**src/sv/tprc_pkg.sv**
```systemverilog
// ---------------------------------------------------------------------------
// tprc_pkg: shared types, codes and helpers for the tank pump run controller
// Field widths, register indexes, message codes and the small arithmetic
// helpers used by the step logic and the controller top level.
// ---------------------------------------------------------------------------
package tprc_pkg;

  // Field widths
  localparam int MINUTES_W  = 8;
  localparam int CONFIRM_W  = 4;
  localparam int BURST_W    = 5;
  localparam int PERIOD_W   = 8;
  localparam int GROUP_W    = 20;
  localparam int SECONDS_W  = 15;
  localparam int KIND_W     = 2;
  localparam int STATUS_W   = 2;
  localparam int MODE_W     = 3;
  localparam int LEVEL_W    = 2;
  localparam int CFG_IDX_W  = 3;
  localparam int CFG_DATA_W = 20;

  // Defaults
  localparam int DEF_MAX_RUN_MINUTES = 180;
  localparam logic [MINUTES_W-1:0] RST_RUN_MINUTES   = 8'd30;
  localparam logic [CONFIRM_W-1:0] RST_CONFIRM_COUNT = 4'd3;
  localparam logic [CONFIRM_W-1:0] RST_STOP_CONFIRM  = 4'd5;
  localparam logic [BURST_W-1:0]   RST_BURST_LENGTH  = 5'd10;
  localparam logic [PERIOD_W-1:0]  RST_RESEND_PERIOD = 8'd60;
  localparam logic [GROUP_W-1:0]   RST_GROUP_ID      = 20'd103302;
  localparam logic [MINUTES_W-1:0] FALLBACK_MINUTES  = 8'd30;

  // Register indexes
  localparam logic [CFG_IDX_W-1:0] REG_RUN_MINUTES   = 3'd0;
  localparam logic [CFG_IDX_W-1:0] REG_CONFIRM_COUNT = 3'd1;
  localparam logic [CFG_IDX_W-1:0] REG_STOP_CONFIRM  = 3'd2;
  localparam logic [CFG_IDX_W-1:0] REG_BURST_LENGTH  = 3'd3;
  localparam logic [CFG_IDX_W-1:0] REG_RESEND_PERIOD = 3'd4;
  localparam logic [CFG_IDX_W-1:0] REG_GROUP_ID      = 3'd5;

  // Request kinds
  localparam logic [KIND_W-1:0] KIND_REPORT = 2'd0;
  localparam logic [KIND_W-1:0] KIND_BUTTON = 2'd1;
  localparam logic [KIND_W-1:0] KIND_TICK   = 2'd2;

  // Report codes
  localparam logic [STATUS_W-1:0] ST_FULL  = 2'd0;
  localparam logic [STATUS_W-1:0] ST_EMPTY = 2'd1;
  localparam logic [STATUS_W-1:0] ST_FAULT = 2'd2;

  // Sensor levels
  localparam logic [LEVEL_W-1:0] LVL_FULL    = 2'd0;
  localparam logic [LEVEL_W-1:0] LVL_EMPTY   = 2'd1;
  localparam logic [LEVEL_W-1:0] LVL_UNKNOWN = 2'd2;

  // Display modes
  localparam logic [MODE_W-1:0] MODE_NONE    = 3'd0;
  localparam logic [MODE_W-1:0] MODE_BLANK   = 3'd1;
  localparam logic [MODE_W-1:0] MODE_FULL    = 3'd2;
  localparam logic [MODE_W-1:0] MODE_EMPTY   = 3'd3;
  localparam logic [MODE_W-1:0] MODE_MINUTES = 3'd4;

  typedef struct packed {
    logic [MINUTES_W-1:0] run_minutes;
    logic [CONFIRM_W-1:0] confirm_count;
    logic [CONFIRM_W-1:0] stop_confirm;
    logic [BURST_W-1:0]   burst_length;
    logic [PERIOD_W-1:0]  resend_period;
    logic [GROUP_W-1:0]   group_id;
  } cfg_t;

  typedef struct packed {
    logic                 running;
    logic [SECONDS_W-1:0] seconds_left;
    logic [CONFIRM_W-1:0] full_run;
    logic [CONFIRM_W-1:0] empty_run;
    logic [CONFIRM_W-1:0] fault_run;
    logic [CONFIRM_W-1:0] stop_run;
    logic [LEVEL_W-1:0]   level_state;
    logic                 burst_active;
    logic [BURST_W-1:0]   burst_sent;
    logic [PERIOD_W-1:0]  resend_timer;
  } state_t;

  typedef struct packed {
    logic [KIND_W-1:0]   kind;
    logic [GROUP_W-1:0]  msg_group;
    logic [STATUS_W-1:0] msg_status;
  } item_t;

  typedef struct packed {
    logic                 motor_on;
    logic                 send_frame;
    logic [MODE_W-1:0]    display_mode;
    logic [MINUTES_W-1:0] display_minutes;
    logic [LEVEL_W-1:0]   sensor_state;
  } result_t;

  // Run time in seconds; out-of-range minutes fall back to the default
  function automatic logic [SECONDS_W-1:0] run_seconds(input logic [MINUTES_W-1:0] m,
                                                       input logic [MINUTES_W-1:0] max_m);
    logic [MINUTES_W-1:0] mm;
    logic [SECONDS_W-1:0] w;
    mm = ((m == '0) || (m > max_m)) ? FALLBACK_MINUTES : m;
    w  = {{(SECONDS_W-MINUTES_W){1'b0}}, mm};
    return (w << 6) - (w << 2);
  endfunction

  // Saturating count up to 15
  function automatic logic [CONFIRM_W-1:0] sat_inc(input logic [CONFIRM_W-1:0] v);
    return (v == '1) ? v : v + 4'd1;
  endfunction

  // Minutes shown: seconds / 60 + 1, via (s >> 2) / 15 by reciprocal multiply
  function automatic logic [MINUTES_W-1:0] show_minutes(input logic [SECONDS_W-1:0] s);
    logic [25:0] t;
    logic [25:0] p;
    t = {13'd0, s[SECONDS_W-1:2]};
    p = (t + 26'd1) * 26'd4369;
    return p[23:16] + 8'd1;
  endfunction

endpackage

```
**src/sv/tprc_cfg_regs.sv**
```systemverilog
// ---------------------------------------------------------------------------
// tprc_cfg_regs: configuration register file
// Decodes the register index of each write request and holds the six
// configuration fields; writes beyond the list are taken and dropped.
// ---------------------------------------------------------------------------
module tprc_cfg_regs import tprc_pkg::*; (
  input  logic                  clk,
  input  logic                  rst,
  input  logic                  wr_en,
  input  logic [CFG_IDX_W-1:0]  wr_index,
  input  logic [CFG_DATA_W-1:0] wr_data,
  output cfg_t                  cfg
);

  // Update the addressed register
  always_ff @(posedge clk) begin
    if (rst) begin
      cfg.run_minutes   <= RST_RUN_MINUTES;
      cfg.confirm_count <= RST_CONFIRM_COUNT;
      cfg.stop_confirm  <= RST_STOP_CONFIRM;
      cfg.burst_length  <= RST_BURST_LENGTH;
      cfg.resend_period <= RST_RESEND_PERIOD;
      cfg.group_id      <= RST_GROUP_ID;
    end else if (wr_en) begin
      case (wr_index)
        REG_RUN_MINUTES:   cfg.run_minutes   <= wr_data[MINUTES_W-1:0];
        REG_CONFIRM_COUNT: cfg.confirm_count <= wr_data[CONFIRM_W-1:0];
        REG_STOP_CONFIRM:  cfg.stop_confirm  <= wr_data[CONFIRM_W-1:0];
        REG_BURST_LENGTH:  cfg.burst_length  <= wr_data[BURST_W-1:0];
        REG_RESEND_PERIOD: cfg.resend_period <= wr_data[PERIOD_W-1:0];
        REG_GROUP_ID:      cfg.group_id      <= wr_data[GROUP_W-1:0];
        default: ;
      endcase
    end
  end

endmodule

```
**src/sv/tprc_step.sv**
```systemverilog
// ---------------------------------------------------------------------------
// tprc_step: single-item update logic
// Given the current controller state, configuration and one request, forms
// the next state and the result: report debounce, button toggle, tick
// countdown, stop confirmation and status burst scheduling.
// ---------------------------------------------------------------------------
module tprc_step import tprc_pkg::*; #(
  parameter int MAX_RUN_MINUTES = DEF_MAX_RUN_MINUTES
) (
  input  cfg_t    cfg,
  input  state_t  cur,
  input  item_t   item,
  output state_t  nxt,
  output result_t res
);

  localparam logic [MINUTES_W-1:0] MaxM = MINUTES_W'(MAX_RUN_MINUTES);

  logic [SECONDS_W-1:0] reload;
  logic                 send;
  logic [MODE_W-1:0]    mode;
  logic [MINUTES_W-1:0] minutes;

  assign reload = run_seconds(cfg.run_minutes, MaxM);

  // Apply one request in order, as a sequence of updates on a state copy
  always_comb begin
    nxt     = cur;
    send    = 1'b0;
    mode    = MODE_NONE;
    minutes = '0;
    case (item.kind)
      KIND_REPORT: begin
        if (item.msg_group == cfg.group_id) begin
          // full reports: stop a running motor once confirmed
          if (item.msg_status == ST_FULL) begin
            mode = MODE_FULL;
            nxt.full_run = sat_inc(cur.full_run);
            if (nxt.full_run >= cfg.confirm_count && cur.running) begin
              nxt.running      = 1'b0;
              nxt.seconds_left = reload;
              nxt.level_state  = LVL_FULL;
              nxt.burst_active = 1'b1;
              nxt.burst_sent   = '0;
              nxt.resend_timer = '0;
              nxt.full_run     = '0;
            end
          end else begin
            nxt.full_run = '0;
          end
          // empty reports: start a stopped motor once confirmed
          if (item.msg_status == ST_EMPTY) begin
            mode = MODE_EMPTY;
            nxt.empty_run = sat_inc(cur.empty_run);
            if (nxt.empty_run >= cfg.confirm_count && !cur.running) begin
              nxt.running      = 1'b1;
              nxt.seconds_left = reload;
              nxt.level_state  = LVL_EMPTY;
              nxt.burst_active = 1'b1;
              nxt.burst_sent   = '0;
              nxt.resend_timer = '0;
              nxt.empty_run    = '0;
            end
          end else begin
            nxt.empty_run = '0;
          end
          // fault reports: mark level unknown once confirmed
          if (item.msg_status == ST_FAULT) begin
            nxt.fault_run = sat_inc(cur.fault_run);
            if (nxt.fault_run >= cfg.confirm_count) begin
              nxt.level_state = LVL_UNKNOWN;
              nxt.fault_run   = '0;
            end
          end else begin
            nxt.fault_run = '0;
          end
        end
      end
      KIND_BUTTON: begin
        // toggle the motor; only a start reloads the countdown
        if (!cur.running) begin
          nxt.running      = 1'b1;
          nxt.seconds_left = reload;
        end else begin
          nxt.running = 1'b0;
        end
        nxt.burst_active = 1'b1;
        nxt.burst_sent   = '0;
        nxt.resend_timer = '0;
      end
      KIND_TICK: begin
        // countdown and stop confirmation while running
        if (cur.running) begin
          if (cur.seconds_left != '0) begin
            nxt.seconds_left = cur.seconds_left - 15'd1;
          end
          mode    = MODE_MINUTES;
          minutes = show_minutes(nxt.seconds_left);
          if (nxt.seconds_left == '0 || cur.level_state == LVL_FULL) begin
            nxt.stop_run = sat_inc(cur.stop_run);
            if (nxt.stop_run >= cfg.stop_confirm) begin
              nxt.running      = 1'b0;
              nxt.seconds_left = reload;
              mode             = MODE_BLANK;
              minutes          = '0;
              nxt.stop_run     = '0;
              nxt.burst_active = 1'b1;
              nxt.burst_sent   = '0;
              nxt.resend_timer = '0;
            end
          end else begin
            nxt.stop_run = '0;
          end
        end
        // advance the resend timer, saturating
        if (nxt.resend_timer != '1) begin
          nxt.resend_timer = nxt.resend_timer + 8'd1;
        end
        // emit one frame of an active burst
        if (nxt.burst_active) begin
          send = 1'b1;
          if (nxt.burst_sent != '1) begin
            nxt.burst_sent = nxt.burst_sent + 5'd1;
          end
          if (nxt.burst_sent >= cfg.burst_length) begin
            nxt.burst_active = 1'b0;
          end
        end
        // periodic burst restart
        if (!nxt.burst_active && nxt.resend_timer >= cfg.resend_period) begin
          nxt.burst_active = 1'b1;
          nxt.burst_sent   = '0;
          nxt.resend_timer = '0;
        end
      end
      default: ;
    endcase
  end

  // Pack the result
  always_comb begin
    res.motor_on        = nxt.running;
    res.send_frame      = send;
    res.display_mode    = mode;
    res.display_minutes = minutes;
    res.sensor_state    = nxt.level_state;
  end

endmodule

```
**src/sv/tank_pump_run_controller.sv**
```systemverilog
// Path: an accepted request is held in the input register, passes the step
// logic on advance and lands in the result register, which raises out_valid.
// Throughput: one request per cycle while the output is not stalled, set by
// the combinational step logic between the input and result registers.
// Reset: rst (synchronous) restores state, config and valid flags to defaults,
// motor off, level unknown, countdown at the run time of default run_minutes.
// ---------------------------------------------------------------------------
// tank_pump_run_controller: pump motor controller
// Input register, single-pass update of the controller state, and a result
// register that can hold a finished result while the next request waits.
// ---------------------------------------------------------------------------
module tank_pump_run_controller import tprc_pkg::*; #(
  parameter int MAX_RUN_MINUTES = DEF_MAX_RUN_MINUTES
) (
  input  logic                  clk,
  input  logic                  rst,
  // request channel
  input  logic                  in_valid,
  output logic                  in_stall,
  input  logic [KIND_W-1:0]     kind,
  input  logic [GROUP_W-1:0]    msg_group,
  input  logic [STATUS_W-1:0]   msg_status,
  // result channel
  output logic                  out_valid,
  input  logic                  out_stall,
  output logic                  motor_on,
  output logic                  send_frame,
  output logic [MODE_W-1:0]     display_mode,
  output logic [MINUTES_W-1:0]  display_minutes,
  output logic [LEVEL_W-1:0]    sensor_state,
  // configuration channel
  input  logic                  cfg_valid,
  output logic                  cfg_ready,
  input  logic [CFG_IDX_W-1:0]  cfg_index,
  input  logic [CFG_DATA_W-1:0] cfg_data
);

  localparam logic [MINUTES_W-1:0] MaxM = MINUTES_W'(MAX_RUN_MINUTES);

  cfg_t    cfg;
  state_t  state;
  state_t  state_next;
  item_t   in_item;
  logic    in_full;
  result_t step_res;
  result_t res;
  logic    advance;
  logic    in_take;

  // Configuration registers
  assign cfg_ready = 1'b1;

  tprc_cfg_regs u_cfg (
    .clk      (clk),
    .rst      (rst),
    .wr_en    (cfg_valid & cfg_ready),
    .wr_index (cfg_index),
    .wr_data  (cfg_data),
    .cfg      (cfg)
  );

  // Handshake control
  assign advance  = in_full & (~out_valid | ~out_stall);
  assign in_stall = in_full & ~advance;
  assign in_take  = in_valid & ~in_stall;

  // Input register
  always_ff @(posedge clk) begin
    if (rst) begin
      in_full <= 1'b0;
    end else if (in_take) begin
      in_full <= 1'b1;
    end else if (advance) begin
      in_full <= 1'b0;
    end
    if (in_take) begin
      in_item.kind       <= kind;
      in_item.msg_group  <= msg_group;
      in_item.msg_status <= msg_status;
    end
  end

  // Step logic
  tprc_step #(
    .MAX_RUN_MINUTES (MAX_RUN_MINUTES)
  ) u_step (
    .cfg  (cfg),
    .cur  (state),
    .item (in_item),
    .nxt  (state_next),
    .res  (step_res)
  );

  // Controller state: commit on advance
  always_ff @(posedge clk) begin
    if (rst) begin
      state.running      <= 1'b0;
      state.seconds_left <= run_seconds(RST_RUN_MINUTES, MaxM);
      state.full_run     <= '0;
      state.empty_run    <= '0;
      state.fault_run    <= '0;
      state.stop_run     <= '0;
      state.level_state  <= LVL_UNKNOWN;
      state.burst_active <= 1'b0;
      state.burst_sent   <= '0;
      state.resend_timer <= '0;
    end else if (advance) begin
      state <= state_next;
    end
  end

  // Result register
  always_ff @(posedge clk) begin
    if (rst) begin
      out_valid <= 1'b0;
    end else if (advance) begin
      out_valid <= 1'b1;
    end else if (!out_stall) begin
      out_valid <= 1'b0;
    end
    if (advance) begin
      res <= step_res;
    end
  end

  assign motor_on        = res.motor_on;
  assign send_frame      = res.send_frame;
  assign display_mode    = res.display_mode;
  assign display_minutes = res.display_minutes;
  assign sensor_state    = res.sensor_state;

  // Checks
  a_take_fills: assert property (@(posedge clk) disable iff (rst)
    in_take |=> in_full)
    else $error("accepted request not held in input register");

  a_motor_matches_state: assert property (@(posedge clk) disable iff (rst)
    advance |=> (res.motor_on == state.running))
    else $error("result motor_on differs from committed state");

  a_minutes_only_in_mode: assert property (@(posedge clk) disable iff (rst)
    (out_valid && display_mode != MODE_MINUTES) |-> (display_minutes == '0))
    else $error("minutes shown outside minutes mode");

  a_blank_means_off: assert property (@(posedge clk) disable iff (rst)
    (out_valid && display_mode == MODE_BLANK) |-> !motor_on)
    else $error("blank display while motor runs");

endmodule
```
**config.mk**
```make
export PLATFORM = sky130hd
export DESIGN_NAME = tank_pump_run_controller
export DESIGN_NICKNAME = d
export VERILOG_FILES = /design/src/sv/tprc_pkg.sv /design/src/sv/tprc_cfg_regs.sv /design/src/sv/tprc_step.sv /design/src/sv/tank_pump_run_controller.sv
export SDC_FILE = /design/constraint.sdc
export NUM_CORES = 1
export LEC_CHECK = 0
export BUFFER_PORTS_ARGS = -buffer_cell sky130_fd_sc_hd__buf_2
export CAP_MARGIN = 25
export CORE_MARGIN = 2
export CORE_UTILIZATION = 45
export CTS_CLUSTER_DIAMETER = 150
export DETAILED_ROUTE_END_ITERATION = 16
export GPL_TIMING_DRIVEN = 0
export PLACE_DENSITY = 0.65
export SYNTH_ARGS = -nofsm -noshare
export SYNTH_HDL_FRONTEND = slang
export SYNTH_SLANG_ARGS = --single-unit
```
**constraint.sdc**
```tcl
create_clock -name clk -period 6.78 [get_ports clk]
set_clock_uncertainty 0.1 [all_clocks]
set_input_delay 1.017 -clock clk [delete_from_list [all_inputs] [get_ports clk]]
set_output_delay 1.017 -clock clk [all_outputs]
set_load 0.02 [all_outputs]
```
* Yosys cells after proc, flatten, opt, wreduce, memory -nomap -nowiden *
Index checks and enable logic that the tools add are counted.

storage, ports and cells
  register bits after elaboration = 138
  bits of input ports = 52
  output and inout port bits = 18
  logic and storage cells = 163

cells by class
  $add $sub $neg = 10
  $mul = 1
  magnitude comparators = 7
  equal/unequal tests = 20
  mux-type cells = 64
  bitwise operators = 8
  reduce and logical (&&, ||, !) cells = 27

operators with widths
  kind                                                                   number
  16-bit 2-to-1 mux                                                      11
  14-bit 2-to-1 mux                                                      5
  15-bit 2-to-1 mux                                                      4
  20-bit 2-to-1 mux                                                      3
  16-bit one-hot mux with 3 select lines                                 1
  4-bit 2-to-1 mux                                                       11
  14-bit one-hot mux with 3 select lines                                 1
  8-bit 2-to-1 mux                                                       5
  28-bit 2-to-1 mux                                                      1
  26-bit by 13-bit multiplier with 24-bit output, second input constant  1
  20-bit == test                                                         1
  4-bit by 1-bit adder with 4-bit output, second input constant          4
  8-bit by 1-bit adder with 8-bit output, second input constant          2
  4-bit == test, second input constant                                   4
  4-bit greater-or-equal comparator                                      4
  15-bit logical NOT                                                     1
  5-bit 2-to-1 mux                                                       3
  15-bit nonzero test                                                    1
  14-bit by 10-bit subtractor with 15-bit output                         1
  15-bit by 1-bit subtractor with 15-bit output, second input constant   1
  13-bit by 1-bit adder with 14-bit output, second input constant        1
  2-bit AND reduction                                                    7
  3-bit 2-to-1 mux                                                       4
  6-bit 2-to-1 mux                                                       2
  29 further kinds                                                       58

* Depth between registers and ports, before layout *
Gate-level depths: netlist (run 1).

  depth in word-level cells = 21
  depth in mapped cells = 31
  gate-level depth less buffers = 27

* Modules after synthesis *
From an unflattened synthesis (run 1), not the netlist that was laid out.

unflattened totals
  cell total of the unflattened synthesis = 1243
  area, all modules = 10881.7 um2

modules (own cells, without submodules)
  module                    times used  cells each  area an instance (um2)  seq. area each (um2)
  tprc_step                 1           788         5505.3                  0.0
  tank_pump_run_controller  1           258         3365.7                  2172.1
  tprc_cfg_regs             1           197         2010.7                  980.9

* Worst setup path after synthesis (run 1) *
OpenSTA, ideal clock, no wires.

  path type = register to register
  from = reg state[34] in the netlist's numbering
  to = reg res, in the netlist display_minutes[7], data pin
  library setup time = 138 ps
  arrival = 6453 ps
  required time = 6542 ps
  setup slack = 88 ps
  stages on the path, launching flop included = 22
  buffers on the path = 1
  period minus slack after synthesis = 6692 ps
  path through = dfxtp_1 clkbuf_1 or4_1 nand2b_1 or4b_2 and2_1 nand4bb_1 or2_2 or4_1 fa_1 inv_1 ha_1 ha_1 ha_1 and2_1 a31oi_1 a31oi_1 or2_2 a31o_2 nor4b_1 xnor3_1 nor2_1

on the way
  word-level cells in the longest chain between the ends = 9
  elaborated cells between the ends (all ways) = 12
  those cells by class = 3 x add/sub; 1 x mul; 5 x mux; 3 x reduce/logical

ends and longest elaborated chain
  element                                                                               RTL line                          text
  start: declaration                                                                    tank_pump_run_controller.sv:41    state_t state;
  start signal: assignment                                                              tank_pump_run_controller.sv:108   state <= state_next;
  15-bit by 1-bit subtractor with 15-bit output or 15-bit nonzero test (tied branches)  tprc_step.sv:95, tprc_step.sv:94
  15-bit 2-to-1 mux (*)                                                                 tprc_step.sv:94                   if (cur.seconds_left != '0) begin
  15-bit 2-to-1 mux (*)                                                                 tprc_step.sv:93                   if (cur.running) begin
  15-bit 2-to-1 mux (*)                                                                 tprc_step.sv:32                   case (item.kind)
  13-bit by 1-bit adder with 14-bit output                                              tprc_pkg.sv:118                   p = (t + 26'd1) * 26'd4369;
  26-bit by 13-bit multiplier with 24-bit output                                        tprc_pkg.sv:118
  8-bit by 1-bit adder with 8-bit output                                                tprc_pkg.sv:119                   return p[23:16] + 8'd1;
  8-bit 2-to-1 mux                                                                      tprc_step.sv:101                  if (nxt.stop_run >= cfg.stop_confirm) begin
  8-bit 2-to-1 mux (*)                                                                  tprc_step.sv:99                   if (nxt.seconds_left == '0 || cur.level_state == LVL_FULL) begin
  end signal: assignment                                                                tank_pump_run_controller.sv:122   res <= step_res;
  end: declaration                                                                      tank_pump_run_controller.sv:46    result_t res;

Mark *: on every way between the ends. The rest lies on a longest branch, timed or not. The select of a mux whose other input is x is not followed.
A chain may end at the register's enable or synchronous reset.

* Worst setup path in the final report (run 1) *
Same ends and word-level chain as after synthesis.

==> results of run 1 <==
## cell usage in the layout, fill, tap and decap left out, types with 8 or more instances in the layout
| cell type | synthesis | routed |
|---|---|---|
| and3_1 | 10 | 10 |
| buf_4 | 1 | 21 |
| buf_2 | 5 | 70 |
| xnor2_1 | 52 | 47 |
| clkbuf_1 | 27 | 23 |
| nor3_1 | 23 | 20 |
| a21oi_1 | 78 | 73 |
| o21ai_0 | 36 | 34 |
| nor4_1 | 9 | 9 |
| inv_1 | 79 | 77 |
| nor2_1 | 108 | 107 |
| edfxtp_1 | 39 | 39 |
| nand3_1 | 39 | 37 |
| o211ai_1 | 9 | 9 |
| dfxtp_1 | 99 | 99 |
| a21o_1 | 19 | 19 |
| clkbuf_16 | 0 | 19 |
| xor2_1 | 13 | 12 |
| nand4_1 | 12 | 12 |
| and2_1 | 12 | 11 |
| ha_1 | 105 | 95 |
| mux2i_1 | 20 | 17 |
| nor2b_1 | 9 | 8 |
| a22o_1 | 8 | 8 |
| nand3b_1 | 9 | 9 |
| nand2_1 | 116 | 114 |
| nand2b_1 | 18 | 17 |
| a22oi_1 | 11 | 11 |
## state kept, by name, summed over array words and instances (netlist names)
| register | count |
|---|---|
| display_mode | 3 |
| display_minutes | 8 |
| state | 48 |
| out_valid | 1 |
| sensor_state | 2 |
| u_cfg.cfg | 49 |
| send_frame | 1 |
| motor_on | 1 |
| in_full | 1 |
| in_item | 24 |
## metal layers
layer	track usage	up-vias	wire, um
met5	0	-	0
met4	0.0703	0	497
met3	0.0402	34	1400
met2	0.358	227	11600
met1	0.292	3965	11300
li1	-	4213	-
## stage by stage
step	util	power (mW)	cell area [sq um]	TNS (ns)	worst slack, ns
2_1_floorplan	-	1.13	9590	0	0.0884
3_3_place_gp	0.490	1.22	10300	-8.79	-0.779
3_5_place_dp	0.491	1.23	10300	-9.04	-0.814
4_1_cts	0.531	2.25	11100	0	0.0109
5_1_grt	0.547	2.40	11500	-0.0417	-0.0417
6_report	0.547	2.30	11500	0	0.179
## cell usage after synthesis, types with 4 or more instances
cell type  instances
o22ai_1            4
a31oi_1           10
fa_1               7
a211oi_1           6
nand3b_1           9
edfxtp_1          39
a211o_1            6
inv_1             79
a22oi_1           11
a221oi_1           4
nand2b_1          18
and2_1            12
nand4_1           12
nor2_1           108
nor4_1             9
or3_1              6
o21ai_0           36
o21ai_1            4
dfxtp_1           99
and3_1            10
or2_2              9
buf_2              5
ha_1             105
nand2_1          116
nand3_1           39
o211ai_1           9
or4_1              7
a21o_1            19
a21oi_1           78
a22o_1             8
a2111oi_0          5
nor3_1            23
mux2i_1           20
xor2_1            13
a21boi_0           4
xnor2_1           52
nor3b_1           10
clkbuf_1          27
nor2b_1            9
## kinds of logic after synthesis
group / share of synthesized area
xor+xnor: 0.0641
simple gates: 0.213
compound gates: 0.168
buf+inv: 0.0492
mux: 0.0244
fa+ha+maj: 0.152
flops: 0.329
other cells: 0.000391
## power groups by stage
stage	logic [mW]	registers (mW)	clock network (mW)
floorplan	0.224	0.906	0
global placement	0.321	0.903	0
detailed placement	0.323	0.903	0
CTS	0.350	0.885	1.02
global route	0.457	0.888	1.05
finish	0.413	0.886	1.00
## final cells by class
class / count / share of cell area
Multi-Input combinational cell: 860 / 0.554
Sequential cell: 138 / 0.275
Timing Repair Buffer: 87 / 0.0433
Clock buffer: 20 / 0.0418
Tap cell: 275 / 0.0300
Inverter: 81 / 0.0265
Buffer: 36 / 0.0157
Clock inverter: 12 / 0.0139
## how the worst max path moves through the flow
stage                   start                  to  slack [ns]  cells past startpoint
global placement    state[32]  display_minutes[7]       -0.78                     25
floorplan           state[34]  display_minutes[7]        0.09                     21
global route        state[34]  display_minutes[7]       -0.04                     24
detailed placement  state[32]  display_minutes[7]       -0.81                     23
finish              state[34]  display_minutes[7]        0.18                     23
CTS                 state[32]  display_minutes[6]        0.01                     25
## what timing repair did
| item | in CTS | in global routing |
|---|---|---|
| hold buffers | 0 | 0 |
| gates resized for setup | 33 | 56 |
| pin swaps | 5 | 18 |
| setup endpoints to repair | 17 | 17 |
| cloned | 0 | 0 |
| buffers inserted | 8 | 11 |
## worst max-delay path, cell delays in order, from the launching register on
cell,delay (ns)
dfxtp_1,0.31
buf_4,0.17
or4_4,0.51
nand2b_4,0.18
or4b_2,0.64
and2_4,0.21
nand4bb_4,0.24
or2_4,0.27
or4_4,0.50
fa_1,0.54
inv_1,0.04
ha_1,0.32
ha_4,0.26
ha_4,0.29
nand2_1,0.07
nor2_1,0.11
o21ai_2,0.10
buf_4,0.16
a31o_2,0.26
a21oi_2,0.16
nor3b_4,0.23
nor4b_4,0.22
xnor3_1,0.44
nor2_1,0.10
==> impl_metrics.env, run 1 <==
export IMPL_synthTopCellsByArea="dfxtp_1, ha_1, edfxtp_1"
export IMPL_grt_pass1_vias=7671
export IMPL_crit_arrival_ns=6.78
export IMPL_gr_total_overflow=0
export IMPL_internal_power_mw=1.68
export IMPL_path_max_fanout=10
export IMPL_crit_path_end_kind="register"
export IMPL_synth_edf_count=39
export IMPL_ys_ff_latch=138
export IMPL_grt_max_degree=22
export IMPL_clk_pin_slew_ns=0.06
export IMPL_antenna_found_initial=0
export IMPL_drv_cap=0
export IMPL_synth_top_area_frac=0.207
export IMPL_slew_violations=0
export IMPL_async_reset_ff_frac=0
export IMPL_gp_congestion=0.872
export IMPL_hold_end="u_cfg.cfg[26]"
export IMPL_num_antenna_cells=0
export IMPL_core_area_sq_um=21000
export IMPL_min_from="u_cfg.cfg[26]"
export IMPL_io_pins=70
export IMPL_ant_nets=0
export IMPL_reg2regPathDepth=23
export IMPL_finalNetCount=1385
export IMPL_share_seq_of_total_power=0.385
export IMPL_dieHeight_um=150
export IMPL_design_die_area_sq_um=22500
export IMPL_worst_hold_slack_ns=0.353
export IMPL_crit_type="reg2reg"
export IMPL_finalHoldViolations=0
export IMPL_drc=0
export IMPL_synthDistinctLibCells=81
export IMPL_status="completed"
export IMPL_area_growth_pct=19.6
export IMPL_multi_input_area_sq_um=6360
export IMPL_cts_buffers=17
export IMPL_clk_latency_ns=0.42
export IMPL_io_buffer_count=67
export IMPL_yosys_warnings=0
export IMPL_reg2reg_to="display_minutes[7]"
export IMPL_whs_path_depth=2
export IMPL_switchingPower_uw=622
export IMPL_drt_iter0_drc=458
export IMPL_initial_core_util=0.458
export IMPL_final_cells=1509
export IMPL_tightest_slew_ns=0.855
export IMPL_finalWirelength_um=24800
export IMPL_row_count=53
export IMPL_grtUsageTotal=0.219
export IMPL_seq_area_sq_um=3150
export IMPL_routed_via_density=5.59
export IMPL_period_needed_ns=6.60
export IMPL_min_period_over_period=0.974
export IMPL_switching_share=0.271
export IMPL_h_tree_depth=4
export IMPL_post_dp_hpwl_um=18200
export IMPL_clock_root_buffer="clkbuf_16"
export IMPL_r2r_start="state[34]"
export IMPL_grt_pass1_wl_um=38700
export IMPL_relSlewSlack=0.429
export IMPL_ir_drop_mv=0.185
export IMPL_clock_path_buffers=2
export IMPL_clkPwrFrac=0.435
export IMPL_powerDensity_nw_per_um2=200
export IMPL_ys_seq_area_frac=0.329
export IMPL_start_kind="register"
export IMPL_post_drt_wl_per_cell_um=16.4
export IMPL_reg2reg_slack_ns=0.18
export IMPL_cts_tree="done"
export IMPL_synth_nets=1281
export IMPL_netlist_area_sq_um=9590
export IMPL_fill_cells=1938
export IMPL_worstHoldPathType="reg2reg"
export IMPL_drive_above_1_share=0.173
export IMPL_vias=8439
export IMPL_yosys_area_top_type="dfxtp_1"
export IMPL_synth_ff_type="dfxtp_1"
export IMPL_pwr_share_comb=0.180
export IMPL_crit_required_ns=6.96
export IMPL_dp_cells=1460
export IMPL_firstDrtPassIters=5
export IMPL_max_freq_mhz=151
export IMPL_leakage_nw=4.82
export IMPL_synthCells=1117
export IMPL_setup_viol=0
export IMPL_die_x_um=150
export IMPL_clkSinkCount=138
export IMPL_syn_area_per_cell_sq_um=8.58
No activity file was read; power rests on OpenSTA's default activity.
==> inputs of run 2 (changes only) <==
Settings changed: ABC_AREA set to 1, GPL_ROUTABILITY_DRIVEN set to 0.
==> run 2 against run 1 <==
Utilization decreased by 2.9 points. Wire length about the same. Combinational power about the same. Sequential power increased by 1%. Largest cell class unchanged. Sequential share of layout area increased by 0.40 points. Register-to-register slack improved by 0.41 ns. Fmax increased by 6.6%. Worst setup slack improved by 0.41 ns. First-iteration DRC count increased by 6.3%. Critical endpoint is now display_minutes[6].
==> impl_metrics.env, run 2 <==
export IMPL_cp_slowest_cell="fa_1"
export IMPL_grt_pass1_wl_um=41200
export IMPL_clkSinkCount=138
export IMPL_area_growth_pct=13.2
export IMPL_synth_ff_type="dfxtp_1"
export IMPL_rsz0062_at_grt="false"
export IMPL_clock_root_buffer="clkbuf_16"
export IMPL_min_period_over_period=0.914
export IMPL_ctsHoldBuffers=0
export IMPL_ys_ff_latch=138
export IMPL_cp_slowest_stage_delay_ns=0.53
export IMPL_io_pins=70
export IMPL_clk_pin_slew_ns=0.06
export IMPL_drt_iter0_drc=487
export IMPL_core_area_sq_um=21800
export IMPL_finalNetCount=1589
export IMPL_cts_setup_buffers=0
export IMPL_post_dp_hpwl_um=19400
export IMPL_drc=0
export IMPL_gr_total_overflow=0
export IMPL_powerDensity_nw_per_um2=197
export IMPL_path_max_fanout=6
export IMPL_path_buf_inv=5
export IMPL_relSlewSlack=0.418
export IMPL_yosys_warnings=0
export IMPL_initial_core_util=0.458
export IMPL_power_mw=2.23
export IMPL_fill_cells=2172
export IMPL_final_common_cell="nand2_1"
export IMPL_grtUsageTotal=0.216
export IMPL_start_kind="register"
export IMPL_grt_max_degree=25
export IMPL_cts_buffers=17
export IMPL_drv_cap=0
export IMPL_largestRegisters="u_cfg.cfg (49), state (48), in_item (24)"
export IMPL_dieHeight_um=153
export IMPL_ant_nets=0
export IMPL_crit_arrival_ns=6.27
export IMPL_finalWirelength_um=24800
export IMPL_crit_type="reg2reg"
export IMPL_die_x_um=153
export IMPL_grt_pass1_vias=8392
export IMPL_ys_seq_area_frac=0.316
export IMPL_syn_area_per_cell_sq_um=7.47
export IMPL_synth_commonest_cells="nand2_1, inv_1, nor2_1, a21oi_1, ha_1"
export IMPL_synthMostInstantiatedCell="nand2_1"
export IMPL_synthDistinctLibCells=56
export IMPL_synth_edf_count=39
export IMPL_utilization=0.518
export IMPL_ir_drop_mv=0.145
export IMPL_synthTopCellsByArea="dfxtp_1, ha_1, edfxtp_1"
export IMPL_slew_violations=0
export IMPL_largest_register_ff_count=49
export IMPL_crit_required_ns=6.86
export IMPL_routed_via_density=5.15
export IMPL_clk_latency_ns=0.44
export IMPL_crit_path_end_kind="register"
export IMPL_netlist_area_sq_um=9990
export IMPL_row_count=54
export IMPL_cts_tree="done"
export IMPL_fin_setup_tns_ns=0
export IMPL_yosys_area_top_type="dfxtp_1"
export IMPL_leakage_nw=5.30
export IMPL_design_die_area_sq_um=23400
export IMPL_post_cts_resized=0
export IMPL_firstDrtPassIters=9
export IMPL_io_buffer_count=68
export IMPL_regMostFlops="u_cfg.cfg"
export IMPL_max_freq_mhz=161
export IMPL_period_needed_ns=6.19
export IMPL_num_antenna_cells=0
export IMPL_post_drt_wl_per_cell_um=14.4
export IMPL_antenna_found_initial=0
export IMPL_final_cell_mix="nand2_1, inv_1, nor2_1, a21oi_1, ha_1"
export IMPL_dp_slack_ns=0.640
export IMPL_h_tree_depth=4
export IMPL_dp_cells=1685
export IMPL_layout_setup_ws_ns=0.586
export IMPL_synthCells=1336
export IMPL_drive_above_1_share=0.135
export IMPL_synth_top_area_frac=0.198
export IMPL_tightest_slew_ns=0.866
export IMPL_cpMostUsedCell="ha_1"
export IMPL_finalHoldViolations=0
export IMPL_setup_viol=0
export IMPL_clock_path_buffers=2
export IMPL_cp_top_family="adder cells"
export IMPL_async_reset_ff_frac=0
export IMPL_worstHoldPathType="reg2reg"
export IMPL_vias=8842
export IMPL_status="completed"
export IMPL_synth_nets=1500
export IMPL_final_cells=1718
-- run 2: layout make-up --
cell class	count	area, sq um	area share
clock inverters	13	121	0.0107
plain buffers	23	126	0.0112
well taps	280	350	0.0310
repair buffers	70	383	0.0339
flip-flops and latches	138	3150	0.279
clock buffers	19	464	0.0411
inverters	206	774	0.0685
multi-input cells	969	5930	0.525
-- run 2: worst paths after layout --
| kind | end | cells after the start | slack [ns] | from |
|---|---|---|---|---|
| max | display_minutes[6] | 34 | 0.59 | state[32] |
| max reg2reg | display_minutes[6] | 34 | 0.59 | state[32] |
| min | u_cfg.cfg[34] | 2 | 0.37 | u_cfg.cfg[34] |
| min reg2reg | u_cfg.cfg[34] | 2 | 0.37 | u_cfg.cfg[34] |
-- run 2: logic make-up (layout without fill, tap and decap cells) --
family / count (synthesis) / count (layout) / share of synthesized area
simple gates: 555 / 555 / 0.261
buf+inv: 229 / 331 / 0.0902
flops: 138 / 138 / 0.316
compound gates: 249 / 249 / 0.139
mux: 3 / 3 / 0.00338
other cells: 1 / 1 / 0.000376
xor+xnor: 49 / 49 / 0.0445
fa+ha+maj: 112 / 112 / 0.146
-- run 2: where the power goes --
group	switching, mW	internal, mW	leakage (nW)	total, mW
logic	0.264	0.147	3.83	0.411
clock network	0.404	0.516	0.290	0.920
registers	0.0177	0.879	1.18	0.896
total	0.686	1.54	5.30	2.23
-- run 2: worst min-delay path, cell delays in order, from the launching register on --
cell	delay [ns]
dfxtp_1	0.30
inv_1	0.06
a21oi_1	0.06
-- run 2: per-stage QoR --
| stage | area, sq um | hold WS, ns |
|---|---|---|
| finish | 11300 | 0.368 |
| global route | 11300 | 0.384 |
| global placement | 10700 | 0.354 |
| CTS | 11300 | 0.368 |
| detailed placement | 10700 | 0.360 |
| floorplan | 9990 | 0.335 |
-- run 2: metal layers --
layer,up-vias,global-route usage,part of all wire
met4,0,0.0741,0.024
li1,4605,-,-
met5,-,0,0
met3,38,0.0346,0.039
met2,172,0.360,0.46
met1,4027,0.285,0.47
